File: src/hw/rtl/gbm_pkg.sv
`default_nettype none

package gbm_pkg;

    localparam int CFG_W    = 32;
    localparam int VOL_W    = 31;
    localparam int SAMPLE_W = 16;
    localparam int OUT_W    = 32;
    localparam int MUL_W    = 33;
    localparam int PROD_W   = 2 * MUL_W;

    localparam logic [1:0] CFG_INITIAL_PRICE = 2'd0;
    localparam logic [1:0] CFG_STEP_DRIFT    = 2'd1;
    localparam logic [1:0] CFG_STEP_VOL      = 2'd2;

    localparam logic [31:0] INIT_PRICE_RESET = 32'd65536;

    localparam logic [30:0] LOG2E_Q30  = 31'd1549082005;
    localparam logic [31:0] LN2_Q32    = 32'd2977044472;
    localparam logic [31:0] RECIP3_Q33 = 32'hAAAA_AAAB;

    localparam logic [31:0] Q428_MAX = 32'h7FFF_FFFF;
    localparam logic [31:0] Q428_MIN = 32'h8000_0000;

    localparam logic signed [7:0] K_MAX = 8'sd11;
    localparam logic signed [7:0] K_MIN = -8'sd12;
    localparam logic [5:0] SHIFT_BIAS   = 6'd30;

    typedef enum logic [3:0] {
        ST_IDLE,
        ST_VZ,
        ST_X,
        ST_Y,
        ST_T,
        ST_A1,
        ST_DIV,
        ST_A2,
        ST_A3,
        ST_A4,
        ST_M,
        ST_MUL,
        ST_ACC,
        ST_RND,
        ST_SHF,
        ST_OUT
    } gbm_state_t;

    typedef struct packed {
        logic [31:0]      initial_price;
        logic [31:0]      step_drift;
        logic [VOL_W-1:0] step_vol;
    } gbm_cfg_t;

    typedef struct packed {
        logic                    en;
        logic signed [MUL_W-1:0] a;
        logic signed [MUL_W-1:0] b;
    } gbm_mul_req_t;

    // 2^(i/4) in q1.30
    function automatic logic [30:0] pow2_quarter(input logic [1:0] idx);
        logic [30:0] val;
        unique case (idx)
            2'd0: val = 31'd1073741824;
            2'd1: val = 31'd1276901417;
            2'd2: val = 31'd1518500250;
            2'd3: val = 31'd1805811301;
        endcase
        return val;
    endfunction

endpackage

`default_nettype wire

File: src/hw/rtl/gbm_mult.sv
`default_nettype none

module gbm_mult
(
    input  logic                                clk,
    input  gbm_pkg::gbm_mul_req_t               req,
    output logic signed [gbm_pkg::PROD_W-1:0]   prod
);
    import gbm_pkg::*;

    logic signed [PROD_W-1:0] prod_reg;

    always_ff @(posedge clk)
    begin
        if (req.en)
        begin
            prod_reg <= req.a * req.b;
        end
    end

    assign prod = prod_reg;

endmodule

`default_nettype wire

File: config.mk
export PLATFORM = sky130hd
export DESIGN_NAME = gbm_mult
export DESIGN_NICKNAME = d
export VERILOG_FILES = /design/src/hw/rtl/gbm_pkg.sv /design/src/hw/rtl/gbm_mult.sv
export SDC_FILE = /design/constraint.sdc
export NUM_CORES = 2
export LEC_CHECK = 0
export BUFFER_PORTS_ARGS = -buffer_cell sky130_fd_sc_hd__buf_2
export CAP_MARGIN = 25
export CORE_MARGIN = 4
export CORE_UTILIZATION = 60
export CTS_CLUSTER_SIZE = 25
export DETAILED_ROUTE_END_ITERATION = 10
export HOLD_SLACK_MARGIN = 0.05
export PLACE_DENSITY = 0.86
export SETUP_SLACK_MARGIN = 0.5
export SYNTH_ARGS = -nofsm -noshare
export SYNTH_HDL_FRONTEND = slang
export SYNTH_SLANG_ARGS = --single-unit
File: constraint.sdc
create_clock -name clk -period 9.1 [get_ports clk]
set_input_delay 2.275 -clock clk [delete_from_list [all_inputs] [get_ports clk]]
set_output_delay 2.275 -clock clk [all_outputs]
set_load 0.05 [all_outputs]
==> run metrics <==
status=complete, but fails checks; violated checks=negative setup slack; Yosys reg bits=66; vias in the first global route=37850; Slew Viols, Final=0; f_max=107.5 MHz; Avg Synthesized Cell Area=9.542 sq um; mapped cell area=just over 40000 sq um; crit path launch type=primary input; hold path depth=3; cell row count=96; Net Count, Synth=between 5000 and 6000; dominant synthesized flop cell=edfxtp_1; worst min path class=primary input to flip-flop; detailed-placement wirelength estimate=98610 microns; number of flops mapped to enable cells by yosys=66; # hold bufs at CTS=0; M1 WL=approximately 40000 microns; pin slew with the least headroom to its limit=between 0.9 and 1 ns; filler cell count=between 4000 and 5000; Critical Path Source=req[55]; share of layout cells above drive strength 1=21.22%; Adder-Cell Fraction of Synth Area=61.93%; router iterations before antenna repair=6; Storage cell area=1982 sq um; post-synthesis simple-gate area fraction=between 10% and 20%; GRT Overall Usage=about a third; wire length on met3=11760 microns; compound-gate portion of the synthesized area=4.002%; Area Growth Syn to Fin=18.65%; pin count of the biggest net entering global routing=67; H-tree depth=3; clk root buf=clkbuf_16; Initial Utilization=60.46%; WS Path Type=primary input to flip-flop; post-route core utilization=71.73%; first-pass GRT wire length=191400 microns; sequential cell area fraction in the yosys report=4.788%; via count=~33000; setup violators final=12; CTS tree=yes; post-synth cell types=80; headroom to the max-slew limit=39.15%; maxcap violations=0; Final Cycle Share=102.2%; Clk pin slew, worst setup/hold paths=0.06 ns; final setup margin=-0.2020 ns; diodes inserted=0; vias per cell=between 5 and 6; CP Max Fanout=4; largest family of logic cells by synthesized area=adder cells; crit path time final=9.302 ns; Post-synth ARST share=0%; Hold Vio Cnt, Final=0; max layer used=met5; routability cong.=a little under 1; CTS buffer count=9; Multi-input gate area=36090 sq um; GRT overflow=0; final WL=129400 microns; cells after synthesis=4338; xor-xnor portion of the synthesized cell area=between 1 and 1.5%; Critical Path RT=9.19 ns; die width=about 270 microns; Die H=~270 microns; antenna violations before repair=0; pre-CTS setup slack=-0.5339 ns; die area=between 70000 and 80000 sq um; Remaining DRCs=0; core area=between 60000 and 70000 sq um; Antenna Violating Nets Remaining=0; Yosys warning count=0; Top Ports=between 100 and 150; Avg WL per Cell=22.97 microns; nature of the critical path endpoint=flip-flop; CTS Buffer Depth=2; RSZ-0062 raised after global routing=true; clk sink count=66; port bufs=between 100 and 150; Final nets=6179; violation count after the first detailed-route iteration=3212; mux contribution to synthesized area=0%; flip-flop count of the largest register after layout=66; Hold Crit Start=req[33]; Worst Path Arrival=~9.4 ns; Detail Route met2 WL=63650 microns
cell usage after synthesis (all sizes together), types with 13 or more instances:
cell type     n  area (sq um)
a21oi        61         327.8
inv        1131          4245
o21ai        33         172.7
nor2         68         255.2
ha          217          2715
edfxtp       66          1982
buf          13         70.06
nand2       551          2068
nand3        26         135.1
xor2         25         219.0
and2        563          3525
fa         1145         22920
a21o         38         287.8
clkbuf      208         780.8
xnor2        43         376.6
cell families after synthesis:
logic type | Yosys count
fa+ha+maj | 1362
xor+xnor | 68
buf+inv | 1352
flops | 66
compound gates | 219
simple gates | 1271
timing repair:
| item | in CTS | in global routing |
|---|---|---|
| cloned | 0 | 1 |
| setup endpoints to repair | 44 | 47 |
| buffers inserted | 32 | 41 |
| gates resized for setup | 215 | 326 |
| pin swaps | 84 | 200 |
worst max-delay path, stage by stage:
cell and delay (ns):
buf_12 0.12, buf_6 0.13, buf_6 0.12, nand2_1 0.11, fa_1 0.50, fa_1 0.56
inv_1 0.05, fa_1 0.51, inv_1 0.06, fa_1 0.48, inv_1 0.05, fa_1 0.46
fa_1 0.51, fa_1 0.54, inv_1 0.07, fa_2 0.66, inv_1 0.12, ha_4 0.27
a21oi_4 0.19, o21ai_2 0.09, a311o_1 0.33, a31o_1 0.27, a211oi_4 0.35, a21oi_2 0.12
nor4b_2 0.34, a311oi_2 0.08
metrics by stage:
stage | hold slack, ns | area [sq um] | TNS, ns | std cells
after floorplan | 2.388 | 42030 | 0 | 4338
after global placement | 2.815 | 46070 | -6.891 | 5546
after detailed placement | 2.814 | 46070 | -12.46 | 5546
after CTS | 2.570 | 47420 | 0 | 5594
after global routing | 2.594 | 49110 | -2.790 | 5636
final | 2.578 | 49110 | -0.8582 | 5636
routing by layer:
layer	global-route usage, %	up-vias
met5	0	-
met4	24.91	2
met3	5.560	1033
met2	58.03	2438
met1	36.98	16620
li1	-	13220
placed cells by master (no fill, tap or decap), types with 10 or more instances in the layout:
| cell type | netlist | layout |
|---|---|---|
| buf_4 | 0 | 386 |
| fa_2 | 0 | 51 |
| buf_2 | 11 | 74 |
| buf_8 | 0 | 13 |
| ha_4 | 0 | 39 |
| and2_1 | 562 | 523 |
| o21ai_0 | 25 | 13 |
| ha_1 | 217 | 177 |
| nand2_2 | 0 | 17 |
| and2_4 | 1 | 40 |
| inv_2 | 0 | 61 |
| nand2_1 | 551 | 526 |
| nor2_1 | 68 | 58 |
| a21oi_2 | 3 | 21 |
| xnor2_1 | 43 | 30 |
| clkbuf_16 | 0 | 10 |
| a21oi_4 | 1 | 10 |
| nand3_1 | 25 | 20 |
| nand4_1 | 11 | 11 |
| inv_1 | 1131 | 1068 |
| o21ai_2 | 2 | 15 |
| edfxtp_1 | 66 | 66 |
| buf_12 | 0 | 34 |
| xnor2_2 | 0 | 11 |
| a21o_1 | 36 | 36 |
| a21oi_1 | 57 | 30 |
| buf_6 | 1 | 103 |
| xor2_1 | 25 | 20 |
| fa_1 | 1145 | 1094 |
cell type report:
cell class	count	area share [%]
Sequential cell	66	4.035
Multi-Input combinational cell	2920	73.48
Timing Repair Buffer	621	11.04
Tap cell	882	2.247
Clock buffer	9	0.4586
Inverter	1131	8.657
Clock inverter	7	0.07388
final timing paths:
kind | to | slack, ns
min | prod[0] | 2.58
max | prod[58] | -0.20
Power is left out: the tool's default activity adds up to more than one toggle a clock period on the data nets, which glitch-free logic cannot reach.
